[config.mk]
export PLATFORM = sky130hd
export DESIGN_NAME = vsu_queue
export DESIGN_NICKNAME = d
export VERILOG_FILES = /design/src/vsu_pkg.sv /design/src/vsu_queue.sv
export SDC_FILE = /design/constraint.sdc
export NUM_CORES = 1
export LEC_CHECK = 0
export ABC_AREA = 1
export BUFFER_PORTS_ARGS = -buffer_cell sky130_fd_sc_hd__buf_2
export CORE_AREA = 2 2 345 347
export DETAILED_ROUTE_END_ITERATION = 10
export DIE_AREA = 0 0 347 349
export PLACE_DENSITY = 0.59
export SETUP_SLACK_MARGIN = 0.15
export SLEW_MARGIN = 5
export SYNTH_ARGS = -nofsm -noshare
export SYNTH_HDL_FRONTEND = slang
export SYNTH_SLANG_ARGS = --single-unit
[constraint.sdc]
create_clock -name clk -period 25.9 [get_ports clk]
set_clock_uncertainty 0.2 [all_clocks]
set_input_delay 3.885 -clock clk [delete_from_list [all_inputs] [get_ports clk]]
set_output_delay 3.885 -clock clk [all_outputs]
set_load 0.02 [all_outputs]
[src/vsu_pkg.sv]
// Shared types, constants and helpers for the vorticity stencil update block.
// No dependencies; the design modules, the checker and the testbench import this package.
package vsu_pkg;

	// Number format
	localparam int VALUE_WIDTH   = 48;
	localparam int FRACTION_BITS = 24;
	localparam int GRID_W        = 12;
	localparam int COEF_W        = 25;
	localparam int CHANGE_W      = VALUE_WIDTH - 1;

	typedef logic signed [VALUE_WIDTH-1:0] val_t;

	localparam val_t VAL_MAX = {1'b0, {(VALUE_WIDTH-1){1'b1}}};
	localparam val_t VAL_MIN = {1'b1, {(VALUE_WIDTH-1){1'b0}}};
	localparam logic [CHANGE_W-1:0] CHANGE_MAX = '1;

	// Register reset values
	localparam logic [GRID_W-1:0] GRID_RST = GRID_W'(63);
	localparam logic [COEF_W-1:0] NU_RST   = COEF_W'(167772);
	localparam logic [COEF_W-1:0] DT_RST   = COEF_W'(41943);

	// Register bus
	localparam int PADDR_W = 4;
	localparam int PDATA_W = 32;
	localparam logic [PADDR_W-1:0] ADDR_GRID = PADDR_W'(0);
	localparam logic [PADDR_W-1:0] ADDR_NU   = PADDR_W'(4);
	localparam logic [PADDR_W-1:0] ADDR_DT   = PADDR_W'(8);
	localparam logic [PADDR_W-1:0] ADDR_MODE = PADDR_W'(12);

	typedef struct packed {
		logic [GRID_W-1:0] grid;
		logic [COEF_W-1:0] nu;
		logic [COEF_W-1:0] dt;
		logic              central;
	} cfg_t;

	// One classified grid point on its way from front to back
	typedef struct packed {
		logic sweep_start;
		logic interior;
		val_t wc;
		val_t ww;
		val_t we;
		val_t ws;
		val_t wn;
		val_t ux;
		val_t vy;
		val_t dx;
		val_t dy;
	} item_t;

	localparam int QUEUE_DEPTH = 2;

	// Shared multiplier
	localparam int MUL_CHUNK = 16;
	localparam int MUL_STEPS = (VALUE_WIDTH + MUL_CHUNK - 1) / MUL_CHUNK;
	localparam int MUL_PAD   = MUL_STEPS * MUL_CHUNK;
	localparam int PROD_W    = 2 * VALUE_WIDTH;
	localparam int STEP_W    = (MUL_STEPS > 1) ? $clog2(MUL_STEPS) : 1;

	localparam logic [PROD_W-1:0] PROD_POS_LIM =
		{{(PROD_W-VALUE_WIDTH+1){1'b0}}, {(VALUE_WIDTH-1){1'b1}}};
	localparam logic [PROD_W-1:0] PROD_NEG_LIM = PROD_POS_LIM + PROD_W'(1);

	typedef enum logic [1:0] {SH_ZERO, SH_ONE, SH_FRAC} mul_sh_t;
	typedef enum logic [1:0] {MP_IDLE, MP_ACC, MP_ROUND, MP_SAT} mul_phase_t;

	typedef struct packed {
		logic                   start;
		logic [VALUE_WIDTH-1:0] a_mag;
		logic [VALUE_WIDTH-1:0] b_mag;
		logic                   neg;
		mul_sh_t                sh;
	} mul_req_t;

	// Back-end sequencer program
	typedef enum logic [1:0] {OP_ADD, OP_SUB, OP_MUL} op_t;
	typedef enum logic [3:0] {
		SRC_WC, SRC_WW, SRC_WE, SRC_WS, SRC_WN, SRC_UX, SRC_VY, SRC_DX,
		SRC_DY, SRC_G, SRC_NU, SRC_DT, SRC_FOUR, SRC_T0, SRC_T1, SRC_T2
	} src_t;
	localparam int NUM_SRC = 16;
	typedef enum logic [1:0] {PS_ZERO, PS_GRAD, PS_FRAC} prog_sh_t;
	typedef enum logic [1:0] {DST_T0, DST_T1, DST_T2} dst_t;

	typedef struct packed {
		op_t      op;
		src_t     src_a;
		src_t     src_b;
		prog_sh_t sh;
		dst_t     dst;
	} step_t;

	localparam int PROG_LEN = 17;
	localparam int PC_W     = $clog2(PROG_LEN);

	localparam step_t PROGRAM [PROG_LEN] = '{
		'{OP_MUL, SRC_DX, SRC_G,    PS_GRAD, DST_T0},  // gx
		'{OP_MUL, SRC_DY, SRC_G,    PS_GRAD, DST_T1},  // gy
		'{OP_MUL, SRC_UX, SRC_T0,   PS_FRAC, DST_T0},  // u*gx
		'{OP_MUL, SRC_VY, SRC_T1,   PS_FRAC, DST_T1},  // v*gy
		'{OP_ADD, SRC_T0, SRC_T1,   PS_ZERO, DST_T0},  // convection
		'{OP_ADD, SRC_WN, SRC_WS,   PS_ZERO, DST_T1},
		'{OP_ADD, SRC_T1, SRC_WE,   PS_ZERO, DST_T1},
		'{OP_ADD, SRC_T1, SRC_WW,   PS_ZERO, DST_T1},
		'{OP_MUL, SRC_WC, SRC_FOUR, PS_ZERO, DST_T2},  // 4*wc
		'{OP_SUB, SRC_T1, SRC_T2,   PS_ZERO, DST_T1},  // stencil sum
		'{OP_MUL, SRC_G,  SRC_G,    PS_ZERO, DST_T2},  // g*g
		'{OP_MUL, SRC_T1, SRC_T2,   PS_ZERO, DST_T1},  // laplacian
		'{OP_MUL, SRC_NU, SRC_T1,   PS_FRAC, DST_T1},  // diffusion
		'{OP_SUB, SRC_T1, SRC_T0,   PS_ZERO, DST_T1},  // rate
		'{OP_MUL, SRC_DT, SRC_T1,   PS_FRAC, DST_T1},  // delta
		'{OP_ADD, SRC_WC, SRC_T1,   PS_ZERO, DST_T1},  // new value
		'{OP_SUB, SRC_T1, SRC_WC,   PS_ZERO, DST_T2}   // change
	};

	typedef enum logic [2:0] {BK_IDLE, BK_ISSUE, BK_WAIT, BK_ABS, BK_MAX} back_state_t;

	// Exact add or subtract, saturated to the value range
	function automatic val_t sat_addsub(val_t a, val_t b, logic sub);
		logic signed [VALUE_WIDTH:0] s;
		val_t                        r;
		if (sub) begin
			s = {a[VALUE_WIDTH-1], a} - {b[VALUE_WIDTH-1], b};
		end else begin
			s = {a[VALUE_WIDTH-1], a} + {b[VALUE_WIDTH-1], b};
		end
		if (s[VALUE_WIDTH] != s[VALUE_WIDTH-1]) begin
			r = s[VALUE_WIDTH] ? VAL_MIN : VAL_MAX;
		end else begin
			r = s[VALUE_WIDTH-1:0];
		end
		return r;
	endfunction

endpackage

[src/vsu_queue.sv]
// Short FIFO between front and back end.
// Depends on vsu_pkg for the item type and depth.
module vsu_queue (
	input  logic           clk,
	input  logic           arst_n,
	input  logic           push,
	input  vsu_pkg::item_t push_item,
	output logic           full,
	input  logic           pop,
	output vsu_pkg::item_t head,
	output logic           empty
);
	import vsu_pkg::*;

	localparam int PTR_W = (QUEUE_DEPTH > 1) ? $clog2(QUEUE_DEPTH) : 1;
	localparam int CNT_W = $clog2(QUEUE_DEPTH + 1);

	item_t             slots_q [QUEUE_DEPTH];
	logic [PTR_W-1:0]  wr_ptr_q;
	logic [PTR_W-1:0]  rd_ptr_q;
	logic [CNT_W-1:0]  count_q;
	logic              do_push;
	logic              do_pop;

	assign full    = (count_q == CNT_W'(QUEUE_DEPTH));
	assign empty   = (count_q == '0);
	assign do_push = push && !full;
	assign do_pop  = pop && !empty;
	assign head    = slots_q[rd_ptr_q];

	// Advance pointers and occupancy
	always_ff @(posedge clk or negedge arst_n) begin
		if (!arst_n) begin
			wr_ptr_q <= '0;
			rd_ptr_q <= '0;
			count_q  <= '0;
		end else begin
			if (do_push) begin
				wr_ptr_q <= (wr_ptr_q == PTR_W'(QUEUE_DEPTH - 1)) ? '0 : wr_ptr_q + 1'b1;
			end
			if (do_pop) begin
				rd_ptr_q <= (rd_ptr_q == PTR_W'(QUEUE_DEPTH - 1)) ? '0 : rd_ptr_q + 1'b1;
			end
			if (do_push && !do_pop) begin
				count_q <= count_q + 1'b1;
			end else if (do_pop && !do_push) begin
				count_q <= count_q - 1'b1;
			end
		end
	end

	always_ff @(posedge clk) begin
		if (do_push) begin
			slots_q[wr_ptr_q] <= push_item;
		end
	end

endmodule

==> out/metrics.yaml <==
ys_seq_elements: 872
final_nets: 3624
path_clk_slew_ns: 0.06
final_area_um2: 40440
slew_headroom: 0.3071
track_usage: 0.1301
min_period_ns: 8.795
ys_async_sr_fraction: 0.004587
hpwlAfterDp_um: 56890
die_y_um: 349
post-route-period-util: 0.3396
synth-edff-count: 868
initial_core_util: 0.2693
setup_violations: 0
placed_area_um2: 37680
synth_top_area_share: 0.8240
synth_top_cell_by_area: "edfxtp_1"
yosysWarnings: 0
numPlacedInstances: 4630
gp_congestion: 0.8298
fin_ws_ns: 17.10
status: "finished, final reports clean"
wl_um: 82970
final.setup.tns_ns: 0
postCtsSetupBuffers: 0
htreeDepth: 3
grt_pass1_wl_um: 119200
antenna_left: 0
dp_slack_ns: 17.23
worstMarginPinSlew_ns: 1.039
rsz0062_at_grt: "false"
hold_class: "reg2reg"
cp.arrival_ns: 4.71
synth.distinct_cells: 16
drc: 0
overflow: 0
cp_max_fo: 100
hold_violations: 0
ys_top_cells_by_count: "nand2_1 (1,311), edfxtp_1 (868), buf_2 (70)"
dr.pass1.iters: 5
layout.cells.non_filler: 4809
cts_tree: "built"
grt_pass1_vias: 19870
die_area_um2: 121100
synth_fp_nets: 2737
timing.fmax_ghz: 0.1137
yosysMostFrequentCell: "nand2_1"
layout-drive-gt1-share: 0.3098
hold_buffers: 0
critPathKind: "reg2out"
vdd_drop_max_mv: 0.1022
slew_violations: 0
vias: 19990
io_pins: 874
ys.flop_type: "edfxtp_1"
leakagePower_nw: 16.98
drt_iter0_markers: 1209
antenna_found_initial: 41
clock_latency_ns: 0.63
core_um2: 117500
fin_util: 0.3443
cts_resized: 0
die_w_um: 347
power_per_cell_area_nw_per_um2: 122.3
maxCapViolations: 0
viasPerCell: 4.157
synth.area.top_cells: "edfxtp_1 (82%), nand2_1 (16%), buf_2 (1.1%), dfrtp_1 (0.32%), clkbuf_1 (0.21%)"
rows: 126
synthToLayoutAreaGrowth_pct: 27.84
syn_area_per_cell_um2: 13.77
cts-root-buf: "clkbuf_16"
cts_buffers: 89
synth_area_um2: 31630
grt_start_max_net_pins: 143
synth_seq_area_share: 0.8271
worst_setup_path_end_kind: "output pin"
io_buffer_count: 873
cts_sinks: 872
cp.required_ns: 21.81
clock_path_buffers: 3
synth_cells: 2298
worstSetupStartpointType: "flip-flop"
fillers: 11530
wire_per_inst_um: 17.25
## critical path: stages (launching register included)
cell and delay (ns):
dfrtp_4 0.81, inv_8 0.54, buf_4 0.77, buf_4 0.69
buf_4 0.66, nand2_1 0.11, nand2_1 0.11, buf_2 0.17
## kinds of logic (layout without fill, tap and decap cells)
family,after synthesis,in the layout,synth area share
other,0,23,0
adders and majority gates,1,1,0.0003955
DFF,872,872,0.8271
AOI/OAI and AO/OA,2,2,0.0003164
and+or+nand+nor,1318,1318,0.1566
buffers and inverters,104,1056,0.01523
xor gates and xnor gates,1,1,0.0002769
## metal layers
layer | GRT usage | vias to the layer above | part of all wire
met3 | 0.04929 | 191 | 0.087
met5 | 0 | - | 0.0020
met2 | 0.2221 | 748 | 0.50
li1 | - | 9587 | -
met1 | 0.1420 | 9441 | 0.37
met4 | 0.06309 | 24 | 0.039
## sequential cells by signal, summed over array words and instances, names as in the netlist
signal and cells:
count_q 2, wr_ptr_q 1, rd_ptr_q 1, slots_q 868
## final cells by class
type | count | area [um2] | area share
diodes | 23 | 57.56 | 0.001423
clock inverters | 42 | 382.9 | 0.009468
multi-input cells | 1322 | 4994 | 0.1235
inverters | 8 | 45.04 | 0.001114
flip-flops and latches | 872 | 26170 | 0.6471
repair buffers | 892 | 4549 | 0.1125
clock buffers | 114 | 2321 | 0.05739
well taps | 1536 | 1922 | 0.04752
## through the flow
| step | power, mW | hold slack, ns |
|---|---|---|
| after floorplan | 3.297 | 0.2490 |
| after global routing | 5.223 | 0.3551 |
| after CTS | 5.023 | 0.2942 |
| final | 4.946 | 0.2904 |
| after detailed placement | 3.806 | 0.2806 |
| after global placement | 3.791 | 0.2660 |
## report_power, final
| part | internal, mW | switching [mW] |
|---|---|---|
| Sequential | 1.93 | 0.0867 |
| Combinational | 0.437 | 1.29 |
| Clock | 0.684 | 0.519 |
| Total | 3.05 | 1.90 |
## cell usage in the layout, fill, tap and decap left out
master,Yosys,final
nand2_1,1311,1311
buf_2,70,873
edfxtp_1,868,868
clkbuf_16,0,89
clkbuf_1,18,25
diode_2,0,23
clkinv_1,0,20
buf_4,1,16
clkinv_2,0,11
inv_1,7,6
bufinv_16,0,5
nor2_1,4,3
dfrtp_1,4,3
buf_12,0,3
inv_8,0,2
o21ai_0,2,2
inv_16,0,2
nor2_4,0,1
xnor2_1,1,1
nand3b_1,1,1
nand3_1,1,1
nand4_1,1,1
ha_1,1,1
clkinv_16,0,1
clkinvlp_4,0,1
clkinv_8,0,1
inv_6,0,1
dfrtp_4,0,1
## worst paths after layout
path | slack (ns) | from | endpoint | cells past startpoint
max | 17.10 | rd_ptr_q | head[273] | 7
min | 0.29 | wr_ptr_q | wr_ptr_q | 2
max reg2reg | 20.76 | count_q[1] | slots_q[1][284] | 7
min reg2reg | 0.29 | wr_ptr_q | wr_ptr_q | 2
max in group asynchronous | 22.51 | arst_n | rd_ptr_q | 1
min in group asynchronous | 2.85 | arst_n | count_q[0] | 1
Note: power is estimated with default switching activity, not from simulation.
