===== config.mk =====
export PLATFORM = sky130hd
export DESIGN_NAME = vsu_front
export DESIGN_NICKNAME = d
export VERILOG_FILES = /design/src/vsu_pkg.sv /design/src/vsu_front.sv
export SDC_FILE = /design/constraint.sdc
export NUM_CORES = 1
export LEC_CHECK = 0
export BUFFER_PORTS_ARGS = -buffer_cell sky130_fd_sc_hd__buf_2
export CORE_AREA = 10 10 294 296
export CTS_CLUSTER_SIZE = 40
export DETAILED_ROUTE_END_ITERATION = 8
export DIE_AREA = 0 0 304 306
export PLACE_DENSITY = 0.46
export SLEW_MARGIN = 20
export SYNTH_ARGS = -nofsm -noshare
export SYNTH_HDL_FRONTEND = slang
export SYNTH_SLANG_ARGS = --single-unit

===== constraint.sdc =====
create_clock -name clk -period 13.5 [get_ports clk]
set_input_delay 0.675 -clock clk [delete_from_list [all_inputs] [get_ports clk]]
set_output_delay 0.675 -clock clk [all_outputs]
set_load 0.005 [all_outputs]

===== src/vsu_pkg.sv =====
// Shared types, constants and helpers for the vorticity stencil update block.
// No dependencies; the design modules, the checker and the testbench import this package.
package vsu_pkg;

	// Number format
	localparam int VALUE_WIDTH   = 48;
	localparam int FRACTION_BITS = 24;
	localparam int GRID_W        = 12;
	localparam int COEF_W        = 25;
	localparam int CHANGE_W      = VALUE_WIDTH - 1;

	typedef logic signed [VALUE_WIDTH-1:0] val_t;

	localparam val_t VAL_MAX = {1'b0, {(VALUE_WIDTH-1){1'b1}}};
	localparam val_t VAL_MIN = {1'b1, {(VALUE_WIDTH-1){1'b0}}};
	localparam logic [CHANGE_W-1:0] CHANGE_MAX = '1;

	// Register reset values
	localparam logic [GRID_W-1:0] GRID_RST = GRID_W'(63);
	localparam logic [COEF_W-1:0] NU_RST   = COEF_W'(167772);
	localparam logic [COEF_W-1:0] DT_RST   = COEF_W'(41943);

	// Register bus
	localparam int PADDR_W = 4;
	localparam int PDATA_W = 32;
	localparam logic [PADDR_W-1:0] ADDR_GRID = PADDR_W'(0);
	localparam logic [PADDR_W-1:0] ADDR_NU   = PADDR_W'(4);
	localparam logic [PADDR_W-1:0] ADDR_DT   = PADDR_W'(8);
	localparam logic [PADDR_W-1:0] ADDR_MODE = PADDR_W'(12);

	typedef struct packed {
		logic [GRID_W-1:0] grid;
		logic [COEF_W-1:0] nu;
		logic [COEF_W-1:0] dt;
		logic              central;
	} cfg_t;

	// One classified grid point on its way from front to back
	typedef struct packed {
		logic sweep_start;
		logic interior;
		val_t wc;
		val_t ww;
		val_t we;
		val_t ws;
		val_t wn;
		val_t ux;
		val_t vy;
		val_t dx;
		val_t dy;
	} item_t;

	localparam int QUEUE_DEPTH = 2;

	// Shared multiplier
	localparam int MUL_CHUNK = 16;
	localparam int MUL_STEPS = (VALUE_WIDTH + MUL_CHUNK - 1) / MUL_CHUNK;
	localparam int MUL_PAD   = MUL_STEPS * MUL_CHUNK;
	localparam int PROD_W    = 2 * VALUE_WIDTH;
	localparam int STEP_W    = (MUL_STEPS > 1) ? $clog2(MUL_STEPS) : 1;

	localparam logic [PROD_W-1:0] PROD_POS_LIM =
		{{(PROD_W-VALUE_WIDTH+1){1'b0}}, {(VALUE_WIDTH-1){1'b1}}};
	localparam logic [PROD_W-1:0] PROD_NEG_LIM = PROD_POS_LIM + PROD_W'(1);

	typedef enum logic [1:0] {SH_ZERO, SH_ONE, SH_FRAC} mul_sh_t;
	typedef enum logic [1:0] {MP_IDLE, MP_ACC, MP_ROUND, MP_SAT} mul_phase_t;

	typedef struct packed {
		logic                   start;
		logic [VALUE_WIDTH-1:0] a_mag;
		logic [VALUE_WIDTH-1:0] b_mag;
		logic                   neg;
		mul_sh_t                sh;
	} mul_req_t;

	// Back-end sequencer program
	typedef enum logic [1:0] {OP_ADD, OP_SUB, OP_MUL} op_t;
	typedef enum logic [3:0] {
		SRC_WC, SRC_WW, SRC_WE, SRC_WS, SRC_WN, SRC_UX, SRC_VY, SRC_DX,
		SRC_DY, SRC_G, SRC_NU, SRC_DT, SRC_FOUR, SRC_T0, SRC_T1, SRC_T2
	} src_t;
	localparam int NUM_SRC = 16;
	typedef enum logic [1:0] {PS_ZERO, PS_GRAD, PS_FRAC} prog_sh_t;
	typedef enum logic [1:0] {DST_T0, DST_T1, DST_T2} dst_t;

	typedef struct packed {
		op_t      op;
		src_t     src_a;
		src_t     src_b;
		prog_sh_t sh;
		dst_t     dst;
	} step_t;

	localparam int PROG_LEN = 17;
	localparam int PC_W     = $clog2(PROG_LEN);

	localparam step_t PROGRAM [PROG_LEN] = '{
		'{OP_MUL, SRC_DX, SRC_G,    PS_GRAD, DST_T0},  // gx
		'{OP_MUL, SRC_DY, SRC_G,    PS_GRAD, DST_T1},  // gy
		'{OP_MUL, SRC_UX, SRC_T0,   PS_FRAC, DST_T0},  // u*gx
		'{OP_MUL, SRC_VY, SRC_T1,   PS_FRAC, DST_T1},  // v*gy
		'{OP_ADD, SRC_T0, SRC_T1,   PS_ZERO, DST_T0},  // convection
		'{OP_ADD, SRC_WN, SRC_WS,   PS_ZERO, DST_T1},
		'{OP_ADD, SRC_T1, SRC_WE,   PS_ZERO, DST_T1},
		'{OP_ADD, SRC_T1, SRC_WW,   PS_ZERO, DST_T1},
		'{OP_MUL, SRC_WC, SRC_FOUR, PS_ZERO, DST_T2},  // 4*wc
		'{OP_SUB, SRC_T1, SRC_T2,   PS_ZERO, DST_T1},  // stencil sum
		'{OP_MUL, SRC_G,  SRC_G,    PS_ZERO, DST_T2},  // g*g
		'{OP_MUL, SRC_T1, SRC_T2,   PS_ZERO, DST_T1},  // laplacian
		'{OP_MUL, SRC_NU, SRC_T1,   PS_FRAC, DST_T1},  // diffusion
		'{OP_SUB, SRC_T1, SRC_T0,   PS_ZERO, DST_T1},  // rate
		'{OP_MUL, SRC_DT, SRC_T1,   PS_FRAC, DST_T1},  // delta
		'{OP_ADD, SRC_WC, SRC_T1,   PS_ZERO, DST_T1},  // new value
		'{OP_SUB, SRC_T1, SRC_WC,   PS_ZERO, DST_T2}   // change
	};

	typedef enum logic [2:0] {BK_IDLE, BK_ISSUE, BK_WAIT, BK_ABS, BK_MAX} back_state_t;

	// Exact add or subtract, saturated to the value range
	function automatic val_t sat_addsub(val_t a, val_t b, logic sub);
		logic signed [VALUE_WIDTH:0] s;
		val_t                        r;
		if (sub) begin
			s = {a[VALUE_WIDTH-1], a} - {b[VALUE_WIDTH-1], b};
		end else begin
			s = {a[VALUE_WIDTH-1], a} + {b[VALUE_WIDTH-1], b};
		end
		if (s[VALUE_WIDTH] != s[VALUE_WIDTH-1]) begin
			r = s[VALUE_WIDTH] ? VAL_MIN : VAL_MAX;
		end else begin
			r = s[VALUE_WIDTH-1:0];
		end
		return r;
	endfunction

endpackage


===== src/vsu_front.sv =====
// Front end: accepts grid points, takes the gradient differences, pushes
// classified items into the queue. Depends on vsu_pkg.
module vsu_front (
	input  logic           clk,
	input  logic           arst_n,
	input  logic           in_valid,
	output logic           in_ready,
	input  logic           sweep_start,
	input  logic           interior,
	input  vsu_pkg::val_t  w_center,
	input  vsu_pkg::val_t  w_west,
	input  vsu_pkg::val_t  w_east,
	input  vsu_pkg::val_t  w_south,
	input  vsu_pkg::val_t  w_north,
	input  vsu_pkg::val_t  vel_x,
	input  vsu_pkg::val_t  vel_y,
	input  logic           central,
	input  logic           q_full,
	output logic           q_push,
	output vsu_pkg::item_t q_item
);
	import vsu_pkg::*;

	logic valid_s1;
	logic sweep_s1;
	logic interior_s1;
	val_t wc_s1, ww_s1, we_s1, ws_s1, wn_s1, ux_s1, vy_s1;
	val_t dxa, dxb, dya, dyb;

	assign q_push   = valid_s1 && !q_full;
	assign in_ready = !valid_s1 || !q_full;

	// Hold the accepted item until the queue takes it
	always_ff @(posedge clk or negedge arst_n) begin
		if (!arst_n) begin
			valid_s1 <= 1'b0;
		end else if (in_ready) begin
			valid_s1 <= in_valid;
		end
	end

	always_ff @(posedge clk) begin
		if (in_ready && in_valid) begin
			sweep_s1    <= sweep_start;
			interior_s1 <= interior;
			wc_s1       <= w_center;
			ww_s1       <= w_west;
			we_s1       <= w_east;
			ws_s1       <= w_south;
			wn_s1       <= w_north;
			ux_s1       <= vel_x;
			vy_s1       <= vel_y;
		end
	end

	// Pick difference operands: central span or upwind side by velocity sign
	always_comb begin
		if (central) begin
			dxa = we_s1;
			dxb = ww_s1;
			dya = wn_s1;
			dyb = ws_s1;
		end else begin
			dxa = ux_s1[VALUE_WIDTH-1] ? we_s1 : wc_s1;
			dxb = ux_s1[VALUE_WIDTH-1] ? wc_s1 : ww_s1;
			dya = vy_s1[VALUE_WIDTH-1] ? wn_s1 : wc_s1;
			dyb = vy_s1[VALUE_WIDTH-1] ? wc_s1 : ws_s1;
		end
	end

	always_comb begin
		q_item.sweep_start = sweep_s1;
		q_item.interior    = interior_s1;
		q_item.wc          = wc_s1;
		q_item.ww          = ww_s1;
		q_item.we          = we_s1;
		q_item.ws          = ws_s1;
		q_item.wn          = wn_s1;
		q_item.ux          = ux_s1;
		q_item.vy          = vy_s1;
		q_item.dx          = sat_addsub(dxa, dxb, 1'b1);
		q_item.dy          = sat_addsub(dya, dyb, 1'b1);
	end

endmodule


==> flow_metrics.env, run 1 <==
export IMPL_synth_top_area_frac=0.543
export IMPL_routed_wl_met2_mm=46.1
export IMPL_drt_met1_wl_mm=37.4
export IMPL_wl_per_cell_um=27.0
export IMPL_wl_met3_mm=5.87
export IMPL_postSynth_asyncResetShare=0.00295
export IMPL_cts_made_buffers=39
export IMPL_cts_sinks=339
export IMPL_core_area_um2=80300
export IMPL_netSwitchingFraction=0.342
export IMPL_slew_violations=0
export IMPL_worstMarginPinSlew_ns=1.07
export IMPL_switching_power_mw=1.16
export IMPL_status="finished, final reports clean"
export IMPL_synth_edf_count=338
export IMPL_die_width_um=304
export IMPL_grt_pass1_wl_mm=127
export IMPL_grt_pass1_vias=17138
export IMPL_vias=16014
export IMPL_finalHoldViolCount=0
export IMPL_avgViaCountPerCell=4.74
export IMPL_grt_max_degree=148
export IMPL_cts_tree="built"
export IMPL_ios=779
export IMPL_antenna_left=0
export IMPL_initial_utilization=0.233
export IMPL_grt_overflow=0
export IMPL_top_layer="met5"
export IMPL_cts_root_buffer="clkbuf_16"
export IMPL_r2r_end="we_s1[42]"
export IMPL_power_clock_fraction=0.308
export IMPL_maxCapViolations=0
export IMPL_drtIter0Drc=971
export IMPL_synth_ff_type="edfxtp_1"
export IMPL_pwr_share_comb=0.315
export IMPL_start_kind="flop"
export IMPL_port_buffers=778
export IMPL_synth_cell_type_count=75
export IMPL_worstPathArrival_ns=6.74
export IMPL_p_seq_frac=0.377
export IMPL_holdPathStages=1
export IMPL_area_delta_synth_final_pct=33.6
export IMPL_skew_ns=0.0111
export IMPL_syn_avg_cell_area_um2=12.2
export IMPL_dr_pass1_iters=7
export IMPL_grt_use_total=0.186
export IMPL_dieArea_um2=93000
export IMPL_routabilityCongestion=0.842
export IMPL_antenna_found_initial=9
export IMPL_clkLatencyLatePin_ns=0.56
export IMPL_power_density_nw_per_um2=136
export IMPL_period_minus_slack_ns=7.42
export IMPL_crit_start="ux_s1[47]"
export IMPL_cp_max_fo=45
export IMPL_report_final_setup_viol=0
export IMPL_num_antenna_cells=0
export IMPL_fin_crit_sh=0.549
export IMPL_synthesis_area_um2=18700
export IMPL_synth_nets=1979
export IMPL_synth_top_cell_by_area="edfxtp_1"
export IMPL_internal_power_mw=2.23
export IMPL_synth_warnings=0
export IMPL_relSlewSlack=0.287
export IMPL_rsz0062_at_grt="no"
export IMPL_critPathCaptureType="primary output"
export IMPL_fmax_ghz=0.135
export IMPL_ff2ff_path_depth=4
export IMPL_wirelength_mm=91.2
export IMPL_hpwl_mm=76.2
export IMPL_hold_class="in2reg"
export IMPL_crit_required_ns=12.82
export IMPL_reg2reg_slack_ns=10.14
export IMPL_cts_resized=0
export IMPL_p_leak_nw=10.8
export IMPL_ys_ff_latch=339
export IMPL_ir_worst_vdd_mv=0.103
export IMPL_crit_end="q_item[63]"
export IMPL_drive_gt1_frac=0.419
export IMPL_drc=0
export IMPL_synthCells=1538
export IMPL_crit_type="reg2out"
export IMPL_tns_ns=0
export IMPL_cts_clk_slew_worst_paths_ns=0.06
export IMPL_std_cell_rows=104
export IMPL_chipHeight_um=306
export IMPL_layout_nets=2733
export IMPL_clockBufferDepth=3
export IMPL_synth_area_leaders="edfxtp_1, ha_1, mux2_2, mux2i_1, a21oi_1"
export IMPL_htreeDepth=2
export IMPL_rr_startpoint="valid_s1"
export IMPL_whs_ns=0.282
export IMPL_yosysSeqAreaShare=0.544
[critical path: stages (launching register included)]
cell and delay (ns):
edfxtp_1 0.51, nand2b_4 0.44, buf_4 0.53, mux2_2 0.40, ha_1 0.22, inv_1 0.08
fa_1 0.21, a21oi_1 0.11, o21ai_0 0.20, buf_4 0.18, nand3_1 0.10, a311oi_1 0.74
o31ai_1 0.32, o21ai_1 0.39, a41o_2 0.35, nand3_4 0.57, a21oi_1 0.59, buf_2 0.20
[worst min-delay path by stage]
| stage | startpoint | to | slack (ns) |
|---|---|---|---|
| detailed placement | arst_n | valid_s1 | 0.45 |
| global route | w_north[23] | wn_s1[23] | 0.24 |
| CTS | w_west[21] | ww_s1[21] | 0.23 |
| global placement | arst_n | valid_s1 | 0.45 |
| finish | w_south[27] | ws_s1[27] | 0.28 |
| floorplan | arst_n | valid_s1 | 0.38 |
[kinds of logic after synthesis]
kind of cell             after synthesis  share of synthesized area
flip-flops                           339                      0.544
multiplexers                         192                      0.109
adder cells (fa/ha/maj)              101                     0.0680
AND/OR/NAND/NOR                      274                     0.0706
buffers and inverters                120                     0.0268
AO/OA/AOI/OAI                        424                      0.140
XOR/XNOR                              88                     0.0412
[per-stage QoR]
stage | std cells | instance area (um^2) | worst slack, ns | total power, mW | util
after floorplan | 1538 | 18700 | 4.30 | 1.85 | -
after global placement | 3310 | 23700 | 6.28 | 2.38 | 0.295
after detailed placement | 3310 | 23700 | 6.13 | 2.38 | 0.295
after CTS | 3381 | 25000 | 5.85 | 3.45 | 0.311
after global routing | 3381 | 25000 | 5.70 | 3.58 | 0.311
final | 3381 | 25000 | 6.08 | 3.40 | 0.311
[placed cells by master (no fill, tap or decap), types with 15 or more instances in the layout]
cell type  netlist  routed
xnor2_1         46      46
clkbuf_16        0      39
o21ai_0         88      88
mux2_2          96      96
nand2_1         83      83
a21oi_1        167     167
nor2_1          69      67
buf_2           23     778
o21ai_1         19      19
nand4_1         33      33
inv_1           40      40
edfxtp_1       338     338
nand3_1         19      19
o21bai_1        17      17
nor3_1          15      15
mux2i_1         96      96
xor2_1          42      42
ha_1            96      96
a21o_1          40      40
[cells in the mapped netlist (all sizes together) (35+ instances only)]
cell type / n
a21o: 40
a21oi: 168
buf: 45
clkbuf: 35
edfxtp: 338
ha: 96
inv: 40
mux2: 96
mux2i: 96
nand2: 84
nor2: 70
o21ai: 107
xnor2: 46
xor2: 42
[metal layers]
| layer | global-route usage | vias to the layer above |
|---|---|---|
| met1 | 0.223 | 7886 |
| met3 | 0.0456 | 91 |
| met5 | 0 | - |
| met2 | 0.331 | 648 |
| met4 | 0.0401 | 2 |
| li1 | - | 7387 |
[final cells by class]
class | instances | area, um^2
clock buffer | 48 | 1030
clock inverter | 22 | 214
fill | 8295 | 55300
inverter | 40 | 150
multi-input combinational | 1079 | 8050
sequential | 339 | 10200
tap | 1060 | 1330
timing repair buffer | 793 | 4020
[state kept, by name, indices dropped and copies added, names as in the netlist]
register,count
ux_s1,48
vy_s1,48
wc_s1,48
we_s1,48
wn_s1,48
ws_s1,48
ww_s1,48
interior_s1,1
sweep_s1,1
valid_s1,1
[repair_timing]
item | 4_1_cts | 5_1_grt
endpoints found under the hold margin | 1 | 0
buffers inserted | 0 | 0
hold buffers | 1 | 0
[power groups by stage]
stage	Clock, mW	Sequential, mW	Combinational (mW)
after floorplan	0	1.30	0.543
after detailed placement	0	1.30	1.07
after global routing	1.13	1.29	1.16
after global placement	0	1.30	1.07
after CTS	1.09	1.28	1.08
final	1.05	1.28	1.07
(Power assumes the default switching activity.)
==> run 2: changes to the inputs <==
CORE_AREA = 10 10 297 299   (was 10 10 294 296)
DIE_AREA = 0 0 307 309   (was 0 0 304 306)
PLACE_DENSITY = 0.47   (was 0.46)
clock period = 6.15 ns   (was 13.5 ns; I/O delays follow)
==> run 2 against run 1 <==
  * First-iteration DRC count up 16%
  * Power grew 130%
  * Core utilization increased by 4.0 points
  * Count of clock-buffer cells in the layout down 1
  * Sequential power grew 120%
  * Register-to-register slack lost 6.4 ns
  * Global-route usage grew 0.31 points
  * Combinational power rose by 150%
==> flow_metrics.env, run 2 (same netlist as run 1, synthesis figures left out) <==
export IMPL_cp_top_family="compound AO/OA/AOI/OAI gates"
export IMPL_critPathCaptureType="primary output"
export IMPL_maxCapViolations=0
export IMPL_postPlaceCellArea_um2=23900
export IMPL_grt_pass1_wl_mm=132
export IMPL_drtIter0Drc=1125
export IMPL_dr_pass1_iters=5
export IMPL_skew_ns=0.0188
export IMPL_antenna_left=0
export IMPL_clockBufferDepth=3
export IMPL_drc=0
export IMPL_wl_per_cell_um=25.5
export IMPL_layout_common_cells="buf_2, dlygate4sd3_1, edfxtp_1, a21oi_1"
export IMPL_cts_clk_slew_worst_paths_ns=0.07
export IMPL_cts_sinks=339
export IMPL_avgViaCountPerCell=4.65
export IMPL_hpwl_mm=76.2
export IMPL_std_cell_rows=105
export IMPL_fillers=8152
export IMPL_status="finished, final reports clean"
export IMPL_place_ws_ns=0.0164
export IMPL_fin_crit_sh=0.954
export IMPL_slowest_delay_ns=0.50
export IMPL_placed_cells=3333
export IMPL_port_buffers=778
export IMPL_cts_root_buffer="clkbuf_16"
export IMPL_grt_overflow=0
export IMPL_area_delta_synth_final_pct=53.7
export IMPL_p_total_mw=7.81
export IMPL_start_kind="flop"
export IMPL_fmax_ghz=0.171
export IMPL_cts_made_buffers=40
export IMPL_htreeDepth=2
export IMPL_rsz0062_at_grt="no"
export IMPL_report_final_setup_viol=0
export IMPL_cts_tree="built"
export IMPL_final_cell_area_um2=28700
export IMPL_grt_use_total=0.189
export IMPL_crit_required_ns=5.84
export IMPL_p_leak_nw=12.3
export IMPL_rr_startpoint="valid_s1"
export IMPL_worstMarginPinSlew_ns=1.19
export IMPL_chipHeight_um=309
export IMPL_hold_class="in2reg"
export IMPL_r2r_end="wc_s1[39]"
export IMPL_slew_violations=0
export IMPL_crit_type="reg2out"
export IMPL_layout_commonest_cell="buf_2"
export IMPL_tns_ns=0
export IMPL_cp_depth=14
export IMPL_vias=17448
export IMPL_antenna_found_initial=5
export IMPL_die_width_um=307
export IMPL_worstPathArrival_ns=5.56
export IMPL_path_buf_inv=2
export IMPL_drive_gt1_frac=0.374
export IMPL_critPathSlowestCell="nand3_4"
export IMPL_grt_pass1_vias=18695
export IMPL_ios=779
export IMPL_clkLatencyLatePin_ns=0.58
export IMPL_period_minus_slack_ns=5.86
export IMPL_relSlewSlack=0.209
export IMPL_grt_max_degree=160
export IMPL_initial_utilization=0.228
export IMPL_fin_cells=3751
export IMPL_core_area_um2=81800
export IMPL_routabilityCongestion=0.841
export IMPL_ff2ff_path_depth=3
export IMPL_setup_slack_ns=0.286
export IMPL_worstPathCellList="nor2_4, buf_4, mux2_2, ha_1, a21o_1, or3_1, o21a_1, o211ai_1, a31oi_1, o211a_1, o21ai_4, nand3_4, a21oi_1, buf_2"
export IMPL_layout_nets=3093
export IMPL_dieArea_um2=94900
export IMPL_reg2reg_slack_ns=3.78
export IMPL_crit_end="q_item[88]"
export IMPL_wirelength_mm=95.7
export IMPL_ir_worst_vdd_mv=0.221
export IMPL_cp_max_fo=27
export IMPL_finalHoldViolCount=0
export IMPL_power_density_nw_per_um2=272
export IMPL_crit_start="ux_s1[47]"
[run 2: through the flow]
stage,hold WS [ns],utilization
after CTS,0.380,0.350
after global placement,0.0911,0.292
after global routing,0.395,0.351
after detailed placement,0.0885,0.292
after floorplan,0.0119,-
final,0.428,0.351
[run 2: worst reg2reg max path: stages (launching register included)]
cell and delay, ns:
dfrtp_1 0.38, nand2_1 0.11, and2_4 0.55, buf_12 0.46
[run 2: layout make-up]
| cell class | count | area [um^2] | share of cell area |
|---|---|---|---|
| diodes | 1 | 2.50 | 0.0000871 |
| clock buffers | 47 | 1030 | 0.0358 |
| clock inverters | 23 | 255 | 0.00889 |
| inverters | 40 | 150 | 0.00523 |
| multi-input cells | 1082 | 8180 | 0.285 |
| flip-flops and latches | 339 | 10200 | 0.354 |
| well taps | 1070 | 1340 | 0.0466 |
| repair buffers | 1149 | 7600 | 0.265 |
[run 2: timing repair]
item,in CTS,in global routing
pin swaps,2,1
hold buffers,342,0
endpoints found under the setup margin,75,54
buffers inserted,1,1
hold endpoints to repair,340,0
gates cloned,1,2
gates resized for setup,8,11
[run 2: power breakdown]
group	internal [mW]	switching [mW]	total, mW
combinational	1.05	1.58	2.63
sequential	2.71	0.114	2.82
clock	1.34	1.02	2.36
total	5.09	2.71	7.81
[run 2: how the worst min path moves through the flow]
stage | startpoint | to | slack (ns) | depth (start not counted)
2_1_floorplan | arst_n | valid_s1 | 0.01 | 0
3_3_place_gp | arst_n | valid_s1 | 0.09 | 1
3_5_place_dp | arst_n | valid_s1 | 0.09 | 1
4_1_cts | w_center[22] | wc_s1[22] | 0.38 | 2
5_1_grt | w_west[21] | ww_s1[21] | 0.39 | 2
6_report | w_west[21] | ww_s1[21] | 0.43 | 2
[run 2: per-layer routing]
metal,track usage,vias to the layer above,share of wire
met3,0.0455,116,0.068
met2,0.328,750,0.49
met4,0.0606,2,0.031
met1,0.228,8470,0.41
met5,0,-,0.000094
li1,-,8110,-
