File: src/vsu_pkg.sv
// Shared types, constants and helpers for the vorticity stencil update block.
// No dependencies; the design modules, the checker and the testbench import this package.
package vsu_pkg;

	// Number format
	localparam int VALUE_WIDTH   = 48;
	localparam int FRACTION_BITS = 24;
	localparam int GRID_W        = 12;
	localparam int COEF_W        = 25;
	localparam int CHANGE_W      = VALUE_WIDTH - 1;

	typedef logic signed [VALUE_WIDTH-1:0] val_t;

	localparam val_t VAL_MAX = {1'b0, {(VALUE_WIDTH-1){1'b1}}};
	localparam val_t VAL_MIN = {1'b1, {(VALUE_WIDTH-1){1'b0}}};
	localparam logic [CHANGE_W-1:0] CHANGE_MAX = '1;

	// Register reset values
	localparam logic [GRID_W-1:0] GRID_RST = GRID_W'(63);
	localparam logic [COEF_W-1:0] NU_RST   = COEF_W'(167772);
	localparam logic [COEF_W-1:0] DT_RST   = COEF_W'(41943);

	// Register bus
	localparam int PADDR_W = 4;
	localparam int PDATA_W = 32;
	localparam logic [PADDR_W-1:0] ADDR_GRID = PADDR_W'(0);
	localparam logic [PADDR_W-1:0] ADDR_NU   = PADDR_W'(4);
	localparam logic [PADDR_W-1:0] ADDR_DT   = PADDR_W'(8);
	localparam logic [PADDR_W-1:0] ADDR_MODE = PADDR_W'(12);

	typedef struct packed {
		logic [GRID_W-1:0] grid;
		logic [COEF_W-1:0] nu;
		logic [COEF_W-1:0] dt;
		logic              central;
	} cfg_t;

	// One classified grid point on its way from front to back
	typedef struct packed {
		logic sweep_start;
		logic interior;
		val_t wc;
		val_t ww;
		val_t we;
		val_t ws;
		val_t wn;
		val_t ux;
		val_t vy;
		val_t dx;
		val_t dy;
	} item_t;

	localparam int QUEUE_DEPTH = 2;

	// Shared multiplier
	localparam int MUL_CHUNK = 16;
	localparam int MUL_STEPS = (VALUE_WIDTH + MUL_CHUNK - 1) / MUL_CHUNK;
	localparam int MUL_PAD   = MUL_STEPS * MUL_CHUNK;
	localparam int PROD_W    = 2 * VALUE_WIDTH;
	localparam int STEP_W    = (MUL_STEPS > 1) ? $clog2(MUL_STEPS) : 1;

	localparam logic [PROD_W-1:0] PROD_POS_LIM =
		{{(PROD_W-VALUE_WIDTH+1){1'b0}}, {(VALUE_WIDTH-1){1'b1}}};
	localparam logic [PROD_W-1:0] PROD_NEG_LIM = PROD_POS_LIM + PROD_W'(1);

	typedef enum logic [1:0] {SH_ZERO, SH_ONE, SH_FRAC} mul_sh_t;
	typedef enum logic [1:0] {MP_IDLE, MP_ACC, MP_ROUND, MP_SAT} mul_phase_t;

	typedef struct packed {
		logic                   start;
		logic [VALUE_WIDTH-1:0] a_mag;
		logic [VALUE_WIDTH-1:0] b_mag;
		logic                   neg;
		mul_sh_t                sh;
	} mul_req_t;

	// Back-end sequencer program
	typedef enum logic [1:0] {OP_ADD, OP_SUB, OP_MUL} op_t;
	typedef enum logic [3:0] {
		SRC_WC, SRC_WW, SRC_WE, SRC_WS, SRC_WN, SRC_UX, SRC_VY, SRC_DX,
		SRC_DY, SRC_G, SRC_NU, SRC_DT, SRC_FOUR, SRC_T0, SRC_T1, SRC_T2
	} src_t;
	localparam int NUM_SRC = 16;
	typedef enum logic [1:0] {PS_ZERO, PS_GRAD, PS_FRAC} prog_sh_t;
	typedef enum logic [1:0] {DST_T0, DST_T1, DST_T2} dst_t;

	typedef struct packed {
		op_t      op;
		src_t     src_a;
		src_t     src_b;
		prog_sh_t sh;
		dst_t     dst;
	} step_t;

	localparam int PROG_LEN = 17;
	localparam int PC_W     = $clog2(PROG_LEN);

	localparam step_t PROGRAM [PROG_LEN] = '{
		'{OP_MUL, SRC_DX, SRC_G,    PS_GRAD, DST_T0},  // gx
		'{OP_MUL, SRC_DY, SRC_G,    PS_GRAD, DST_T1},  // gy
		'{OP_MUL, SRC_UX, SRC_T0,   PS_FRAC, DST_T0},  // u*gx
		'{OP_MUL, SRC_VY, SRC_T1,   PS_FRAC, DST_T1},  // v*gy
		'{OP_ADD, SRC_T0, SRC_T1,   PS_ZERO, DST_T0},  // convection
		'{OP_ADD, SRC_WN, SRC_WS,   PS_ZERO, DST_T1},
		'{OP_ADD, SRC_T1, SRC_WE,   PS_ZERO, DST_T1},
		'{OP_ADD, SRC_T1, SRC_WW,   PS_ZERO, DST_T1},
		'{OP_MUL, SRC_WC, SRC_FOUR, PS_ZERO, DST_T2},  // 4*wc
		'{OP_SUB, SRC_T1, SRC_T2,   PS_ZERO, DST_T1},  // stencil sum
		'{OP_MUL, SRC_G,  SRC_G,    PS_ZERO, DST_T2},  // g*g
		'{OP_MUL, SRC_T1, SRC_T2,   PS_ZERO, DST_T1},  // laplacian
		'{OP_MUL, SRC_NU, SRC_T1,   PS_FRAC, DST_T1},  // diffusion
		'{OP_SUB, SRC_T1, SRC_T0,   PS_ZERO, DST_T1},  // rate
		'{OP_MUL, SRC_DT, SRC_T1,   PS_FRAC, DST_T1},  // delta
		'{OP_ADD, SRC_WC, SRC_T1,   PS_ZERO, DST_T1},  // new value
		'{OP_SUB, SRC_T1, SRC_WC,   PS_ZERO, DST_T2}   // change
	};

	typedef enum logic [2:0] {BK_IDLE, BK_ISSUE, BK_WAIT, BK_ABS, BK_MAX} back_state_t;

	// Exact add or subtract, saturated to the value range
	function automatic val_t sat_addsub(val_t a, val_t b, logic sub);
		logic signed [VALUE_WIDTH:0] s;
		val_t                        r;
		if (sub) begin
			s = {a[VALUE_WIDTH-1], a} - {b[VALUE_WIDTH-1], b};
		end else begin
			s = {a[VALUE_WIDTH-1], a} + {b[VALUE_WIDTH-1], b};
		end
		if (s[VALUE_WIDTH] != s[VALUE_WIDTH-1]) begin
			r = s[VALUE_WIDTH] ? VAL_MIN : VAL_MAX;
		end else begin
			r = s[VALUE_WIDTH-1:0];
		end
		return r;
	endfunction

endpackage

File: src/vsu_mul.sv
// Shared multi-cycle multiplier: sign-magnitude product, rounding shift and
// saturation, one 16-bit chunk of the second operand per cycle. Uses vsu_pkg.
module vsu_mul (
	input  logic              clk,
	input  logic              arst_n,
	input  vsu_pkg::mul_req_t req,
	output logic              done,
	output vsu_pkg::val_t     res
);
	import vsu_pkg::*;

	mul_phase_t                    phase_q, phase_d;
	logic [STEP_W-1:0]             cnt_q;
	logic [VALUE_WIDTH-1:0]        a_q;
	logic [MUL_PAD-1:0]            b_q;
	logic                          neg_q;
	mul_sh_t                       sh_q;
	logic [PROD_W-1:0]             acc_q;
	logic [VALUE_WIDTH+MUL_CHUNK-1:0] partial;
	logic [PROD_W-1:0]             half;
	logic [PROD_W-1:0]             shifted;
	val_t                          sat_val;
	val_t                          res_q;
	logic                          done_q;

	assign done = done_q;
	assign res  = res_q;

	// Next phase
	always_comb begin
		phase_d = phase_q;
		case (phase_q)
			MP_IDLE:  if (req.start) phase_d = MP_ACC;
			MP_ACC:   if (cnt_q == '0) phase_d = MP_ROUND;
			MP_ROUND: phase_d = MP_SAT;
			MP_SAT:   phase_d = MP_IDLE;
			default:  phase_d = MP_IDLE;
		endcase
	end

	// Datapath terms
	always_comb begin
		partial = a_q * b_q[MUL_PAD-1 -: MUL_CHUNK];
		case (sh_q)
			SH_ONE: begin
				half    = PROD_W'(1);
				shifted = acc_q >> 1;
			end
			SH_FRAC: begin
				half    = PROD_W'(1) << (FRACTION_BITS - 1);
				shifted = acc_q >> FRACTION_BITS;
			end
			default: begin
				half    = '0;
				shifted = acc_q;
			end
		endcase
		if (!neg_q) begin
			sat_val = (shifted > PROD_POS_LIM) ? VAL_MAX : val_t'(shifted[VALUE_WIDTH-1:0]);
		end else begin
			sat_val = (shifted > PROD_NEG_LIM) ? VAL_MIN
				: val_t'(~shifted[VALUE_WIDTH-1:0] + 1'b1);
		end
	end

	always_ff @(posedge clk or negedge arst_n) begin
		if (!arst_n) begin
			phase_q <= MP_IDLE;
			cnt_q   <= '0;
			done_q  <= 1'b0;
		end else begin
			phase_q <= phase_d;
			done_q  <= (phase_q == MP_SAT);
			if (phase_q == MP_IDLE && req.start) begin
				cnt_q <= STEP_W'(MUL_STEPS - 1);
			end else if (phase_q == MP_ACC && cnt_q != '0) begin
				cnt_q <= cnt_q - 1'b1;
			end
		end
	end

	// Accumulate chunks from the top, then round, then saturate
	always_ff @(posedge clk) begin
		case (phase_q)
			MP_IDLE: begin
				if (req.start) begin
					a_q   <= req.a_mag;
					b_q   <= MUL_PAD'(req.b_mag);
					neg_q <= req.neg;
					sh_q  <= req.sh;
					acc_q <= '0;
				end
			end
			MP_ACC: begin
				acc_q <= (acc_q << MUL_CHUNK) + PROD_W'(partial);
				b_q   <= b_q << MUL_CHUNK;
			end
			MP_ROUND: acc_q <= acc_q + half;
			MP_SAT:   res_q <= sat_val;
			default:  ;
		endcase
	end

endmodule

File: src/vsu_back.sv
// Back end: runs the update sequence on the shared multiplier and adder,
// keeps the running maximum and the output register. Uses vsu_pkg, vsu_mul.
module vsu_back (
	input  logic                     clk,
	input  logic                     arst_n,
	input  vsu_pkg::cfg_t            cfg,
	input  logic                     q_empty,
	input  vsu_pkg::item_t           q_head,
	output logic                     q_pop,
	output logic                     out_valid,
	input  logic                     out_ready,
	output vsu_pkg::val_t            w_new,
	output logic [vsu_pkg::CHANGE_W-1:0] max_change
);
	import vsu_pkg::*;

	back_state_t           state_q, state_d;
	logic [PC_W-1:0]       pc_q;
	item_t                 item_q;
	val_t                  t0_q, t1_q, t2_q;
	logic [CHANGE_W-1:0]   chg_q;
	logic [CHANGE_W-1:0]   run_max_q;
	logic                  out_valid_q;
	val_t                  w_new_q;
	logic [CHANGE_W-1:0]   max_out_q;

	step_t                 step;
	val_t                  opnd [NUM_SRC];
	val_t                  a_val, b_val;
	val_t                  alu_res;
	logic                  last;
	mul_req_t              mreq;
	logic                  mul_done;
	val_t                  mul_res;
	logic                  wr_en;
	val_t                  wr_data;
	logic                  load_out;
	logic [VALUE_WIDTH-1:0] t2_mag;
	logic [CHANGE_W-1:0]   max_base;
	logic [CHANGE_W-1:0]   max_new;

	function automatic logic [VALUE_WIDTH-1:0] mag_of(val_t v);
		return v[VALUE_WIDTH-1] ? VALUE_WIDTH'(~v + 1'b1) : VALUE_WIDTH'(v);
	endfunction

	vsu_mul u_mul (
		.clk    (clk),
		.arst_n (arst_n),
		.req    (mreq),
		.done   (mul_done),
		.res    (mul_res)
	);

	assign step = PROGRAM[pc_q];
	assign last = (pc_q == PC_W'(PROG_LEN - 1));

	// Operand selection
	always_comb begin
		opnd[SRC_WC]   = item_q.wc;
		opnd[SRC_WW]   = item_q.ww;
		opnd[SRC_WE]   = item_q.we;
		opnd[SRC_WS]   = item_q.ws;
		opnd[SRC_WN]   = item_q.wn;
		opnd[SRC_UX]   = item_q.ux;
		opnd[SRC_VY]   = item_q.vy;
		opnd[SRC_DX]   = item_q.dx;
		opnd[SRC_DY]   = item_q.dy;
		opnd[SRC_G]    = val_t'({{(VALUE_WIDTH-GRID_W){1'b0}}, cfg.grid});
		opnd[SRC_NU]   = val_t'({{(VALUE_WIDTH-COEF_W){1'b0}}, cfg.nu});
		opnd[SRC_DT]   = val_t'({{(VALUE_WIDTH-COEF_W){1'b0}}, cfg.dt});
		opnd[SRC_FOUR] = val_t'(4);
		opnd[SRC_T0]   = t0_q;
		opnd[SRC_T1]   = t1_q;
		opnd[SRC_T2]   = t2_q;
		a_val   = opnd[step.src_a];
		b_val   = opnd[step.src_b];
		alu_res = sat_addsub(a_val, b_val, step.op == OP_SUB);
	end

	// Next state
	always_comb begin
		state_d = state_q;
		case (state_q)
			BK_IDLE: begin
				if (!q_empty) state_d = q_head.interior ? BK_ISSUE : BK_ABS;
			end
			BK_ISSUE: begin
				if (step.op == OP_MUL) begin
					state_d = BK_WAIT;
				end else if (last) begin
					state_d = BK_ABS;
				end
			end
			BK_WAIT: begin
				if (mul_done) state_d = last ? BK_ABS : BK_ISSUE;
			end
			BK_ABS: state_d = BK_MAX;
			BK_MAX: begin
				if (!out_valid_q || out_ready) state_d = BK_IDLE;
			end
			default: state_d = BK_IDLE;
		endcase
	end

	// State outputs
	always_comb begin
		q_pop      = (state_q == BK_IDLE) && !q_empty;
		mreq.start = (state_q == BK_ISSUE) && (step.op == OP_MUL);
		mreq.a_mag = mag_of(a_val);
		mreq.b_mag = mag_of(b_val);
		mreq.neg   = a_val[VALUE_WIDTH-1] ^ b_val[VALUE_WIDTH-1];
		case (step.sh)
			PS_GRAD: mreq.sh = cfg.central ? SH_ONE : SH_ZERO;
			PS_FRAC: mreq.sh = SH_FRAC;
			default: mreq.sh = SH_ZERO;
		endcase
		wr_en    = ((state_q == BK_ISSUE) && (step.op != OP_MUL))
			|| ((state_q == BK_WAIT) && mul_done);
		wr_data  = (state_q == BK_ISSUE) ? alu_res : mul_res;
		load_out = (state_q == BK_MAX) && (!out_valid_q || out_ready);
	end

	// Running maximum: clear at sweep start, then compare
	always_comb begin
		t2_mag   = mag_of(t2_q);
		max_base = item_q.sweep_start ? '0 : run_max_q;
		max_new  = (chg_q > max_base) ? chg_q : max_base;
	end

	always_ff @(posedge clk or negedge arst_n) begin
		if (!arst_n) begin
			state_q     <= BK_IDLE;
			pc_q        <= '0;
			run_max_q   <= '0;
			out_valid_q <= 1'b0;
		end else begin
			state_q <= state_d;
			if (q_pop) begin
				pc_q <= '0;
			end else if (wr_en) begin
				pc_q <= pc_q + 1'b1;
			end
			if (load_out) begin
				run_max_q   <= max_new;
				out_valid_q <= 1'b1;
			end else if (out_ready) begin
				out_valid_q <= 1'b0;
			end
		end
	end

	// Item, temporaries, change magnitude, output payload
	always_ff @(posedge clk) begin
		if (q_pop) begin
			item_q <= q_head;
			if (!q_head.interior) begin
				t1_q <= q_head.wc;
				t2_q <= '0;
			end
		end else if (wr_en) begin
			case (step.dst)
				DST_T0:  t0_q <= wr_data;
				DST_T1:  t1_q <= wr_data;
				DST_T2:  t2_q <= wr_data;
				default: ;
			endcase
		end
		if (state_q == BK_ABS) begin
			chg_q <= t2_mag[VALUE_WIDTH-1] ? CHANGE_MAX : t2_mag[CHANGE_W-1:0];
		end
		if (load_out) begin
			w_new_q   <= t1_q;
			max_out_q <= max_new;
		end
	end

	assign out_valid  = out_valid_q;
	assign w_new      = w_new_q;
	assign max_change = max_out_q;

endmodule

File: config.mk
export PLATFORM = sky130hd
export DESIGN_NAME = vsu_back
export DESIGN_NICKNAME = d
export VERILOG_FILES = /design/src/vsu_pkg.sv /design/src/vsu_mul.sv /design/src/vsu_back.sv
export SDC_FILE = /design/constraint.sdc
export NUM_CORES = 2
export LEC_CHECK = 0
export ABC_AREA = 0
export BUFFER_PORTS_ARGS = -buffer_cell sky130_fd_sc_hd__buf_4
export CAP_MARGIN = 10
export CORE_ASPECT_RATIO = 1.4
export CORE_MARGIN = 1.5
export CORE_UTILIZATION = 56
export DETAILED_ROUTE_END_ITERATION = 6
export HOLD_SLACK_MARGIN = 0.03
export PLACE_DENSITY = 0.83
export REMOVE_ABC_BUFFERS = 1
export SLEW_MARGIN = 15
export SYNTH_ARGS = -nofsm -noshare
export SYNTH_HDL_FRONTEND = slang
export SYNTH_SLANG_ARGS = --single-unit
File: constraint.sdc
create_clock -name clk -period 31.8 [get_ports clk]
set_input_delay 6.36 -clock clk [delete_from_list [all_inputs] [get_ports clk]]
set_output_delay 6.36 -clock clk [all_outputs]
set_load 0.1 [all_outputs]
==> metrics.md <==
| Metric | Value |
|---|---|
| Via count | `75,100` |
| Vias in the first global route | `74,700` |
| Overflow after GRT | `0` |
| Avg Cell Area, Syn | `9.61 µm²` |
| CTS root buf | `clkbuf_16` |
| Final Hold Violating Endpoints | `0` |
| Initial Util | `56.4%` |
| Pre-CTS worst setup slack | `16.51 ns` |
| Initial antenna violation count | `26` |
| Final setup fails | `0` |
| Largest net degree at the start of global routing | `96` |
| Wire per inst | `30.1 µm` |
| Detail Placement HPWL | `249 mm` |
| Status | `finished, violations left` |
| Sink Count | `1,023` |
| Prevailing post-synth register cell | `edfxtp_1` |
| CTS Buffer Depth | `3` |
| Fill count | `12,000` |
| Synth Register Bits | `1,023` |
| Post-route cell area | `95,000 µm²` |
| Startpoint Class | `input pin` |
| Setup CP Type | `input pin to flip-flop` |
| Io pins | `598` |
| Cts repair resizes | `0` |
| Clock skew | `0.0859 ns` |
| Die Y | `465 µm` |
| Leakage | `0.0404 µW` |
| Register area | `30,400 µm²` |
| Number of distinct library cells after synthesis | `117` |
| Area contributors post-synth | `edfxtp_1 34%, fa_1 16%, nand2_1 6.6%` |
| PD cells | `36.0 nW/µm²` |
| Area of placed instances | `91,200 µm²` |
| WP data required | `32.35 ns` |
| Seq/Total Area, Yosys | `35.6%` |
| Crit. End Element | `flip-flop` |
| Layout cells sized above 1 | `11.8%` |
| First-pass GRT wire length | `489 mm` |
| Total power | `3420 µW` |
| Delay-heaviest family, CP | `compound AO/OA/AOI/OAI gates` |
| Placer congestion estimate | `1.04` |
| EDFF count, synth | `962` |
| Num CTS Buffers | `106` |
| Synth area leader | `edfxtp_1` |
| Syn Inst Count | `8,880` |
| Drt drc | `46` |
| Unrepaired setup endpoints after global routing | `false` |
| Worst-margin pin slew | `1.32 ns` |
| Worst Path Buf+Inv | `5` |
| Fmax | `0.0682 GHz` |
| Die ar. | `155,000 µm²` |
| Row cnt | `169` |
| Post-synthesis cell area | `85,300 µm²` |
| TritonCTS clock tree | `built` |
| Buffers on Ports | `597` |
| DIE WIDTH | `333 µm` |
| Final WS setup | `17.13 ns` |
| Starting DRC count in detailed routing | `11,000` |
| Crit path arrival time | `15.22 ns` |
| Slowest-stage cell, CP | `nor3b_1` |
| Slowest Stage Delay on Critical Path | `0.94 ns` |
| Crit path time final | `14.67 ns` |
| Total Wirelength | `338 mm` |
| R2r setup slk | `19.42 ns` |
| Syn. warnings | `0` |
| P&R area growth vs syn | `11.3%` |
| Total of max-cap violations | `0` |
| Hold Buf Count CTS | `0` |
| Setup Buffers After CTS | `0` |
| Peak VDD IR | `0.0464 mV` |
| Setup_tns | `0 ns` |
| Core area | `151,000 µm²` |
| CP Max Fanout | `14` |
| Hold Crit Class | `flip-flop to flip-flop` |
| CTS HTree Levels | `3` |
| Clock-pin transition on the worst setup and hold timing paths | `0.07 ns` |
| Top cell type's share of synthesized area | `33.9%` |
| Tot GR Track Use | `43.2%` |
| Footprint of the multi-input gates | `49,000 µm²` |
| Nets | `10,600` |
| Detail Route Antenna Nets | `0` |
| Worst rel slew slack | `11.5%` |
| Failing checks | `design-rule violations` |
| CP most frequent cell | `buf_4` |
| Crit share post-route | `46.1%` |
| Clock Latency Late Sink | `0.80 ns` |
| Final Max Slew Viols | `0` |
| Post-synth ARST share | `5.96%` |
| First-pass iteration count of the detailed router | `7` |
| DR vias/cell | `6.67` |
-- state kept, by name, summed over array words and instances (netlist names), 48 cells and up --
signal	flops
item_q	433
u_mul.acc_q	96
t0_q	48
t1_q	48
t2_q	48
u_mul.a_q	48
u_mul.b_q	48
u_mul.res	48
w_new	48
-- worst paths after layout --
| kind | from | to | cells past startpoint |
|---|---|---|---|
| max in group asynchronous | arst_n | u_mul.phase_q[1]$_DFFE_PN0P_ | 1 |
| min in group asynchronous | arst_n | run_max_q[20]$_DFFE_PN0P_ | 1 |
| hold reg to reg | t1_q[20]$_DFFE_PP_ | w_new[20]$_DFFE_PP_ | 0 |
| setup reg to reg | pc_q[3]$_DFFE_PN0P_ | t1_q[14]$_DFFE_PP_ | 30 |
| setup / recovery | cfg[7] | t1_q[14]$_DFFE_PP_ | 30 |
| hold / removal | t1_q[20]$_DFFE_PP_ | w_new[20]$_DFFE_PP_ | 0 |
-- where the power goes --
| part | switching [µW] | internal [µW] | leakage [µW] | total, µW |
|---|---|---|---|---|
| clock | 592 | 763 | 0.00178 | 1350 |
| combinational | 363 | 229 | 0.0288 | 592 |
| sequential | 0.609 | 1470 | 0.00984 | 1480 |
-- cell families after synthesis --
| group | Yosys count | share of synthesized area (%) |
|---|---|---|
| AO/OA/AOI/OAI | 1695 | 13.4 |
| XOR/XNOR | 404 | 4.15 |
| adder cells (fa/ha/maj) | 960 | 20.2 |
| AND/OR/NAND/NOR | 3041 | 16.5 |
| flip-flops | 1023 | 35.6 |
| multiplexers | 201 | 2.94 |
| buffers and inverters | 1556 | 7.28 |
-- cell usage after synthesis (53+ instances only) --
| library cell | n |
|---|---|
| and2_1 | 283 |
| edfxtp_1 | 962 |
| o21ai_0 | 376 |
| nor2_1 | 383 |
| a221oi_1 | 53 |
| nand2b_1 | 84 |
| a22oi_1 | 116 |
| fa_1 | 691 |
| clkbuf_1 | 365 |
| nor3_1 | 106 |
| mux2i_1 | 141 |
| nand2_1 | 1502 |
| a211oi_1 | 69 |
| a31oi_1 | 77 |
| xor2_1 | 188 |
| o22ai_1 | 72 |
| a21oi_1 | 362 |
| ha_1 | 269 |
| nand3_1 | 289 |
| a22o_1 | 57 |
| xnor2_1 | 216 |
| buf_2 | 107 |
| dfrtp_1 | 61 |
| and3_1 | 103 |
| a221o_1 | 54 |
| a21o_1 | 104 |
| inv_1 | 1002 |
| nand4_1 | 69 |
-- cell usage in the layout (no fill, tap or decap), drive strengths merged, types with 216 or more instances in the layout --
cell type / synthesis / final
a21oi: 365 / 365
and2: 284 / 284
buf: 186 / 744
edfxtp: 962 / 962
fa: 691 / 691
ha: 269 / 269
inv: 1004 / 1007
nand2: 1505 / 1505
nand3: 289 / 289
nor2: 391 / 391
o21ai: 405 / 405
xnor2: 216 / 216
-- per-stage QoR --
| stage | utilization [%] | hold slack [ns] | std cells |
|---|---|---|---|
| final | 62.7 | 0.465 | 11200 |
| after global routing | 62.7 | 0.464 | 11200 |
| after CTS | 62.7 | 0.455 | 11200 |
| after detailed placement | 60.2 | 0.473 | 11000 |
| after global placement | 60.2 | 0.470 | 11000 |
| after floorplan | - | 0.437 | 8329 |
-- final cells by class --
cell class	count	area share, %
Clock buffer	130	2.95
Sequential cell	1023	32.0
Tap cell	1966	2.59
Clock inverter	68	0.956
Timing Repair Buffer	745	5.90
Multi-Input combinational cell	6301	51.6
Antenna cell	9	0.0237
Inverter	1005	3.98
-- layer usage --
metal	global-route usage, %	vias to the layer above	part of all wire, %
met5	0	-	0.043
met4	33.3	18	9.6
met3	12.1	1703	13
met2	66.4	6263	44
met1	51.5	36100	33
li1	-	31000	-
No activity file was read; power rests on OpenSTA's default activity.
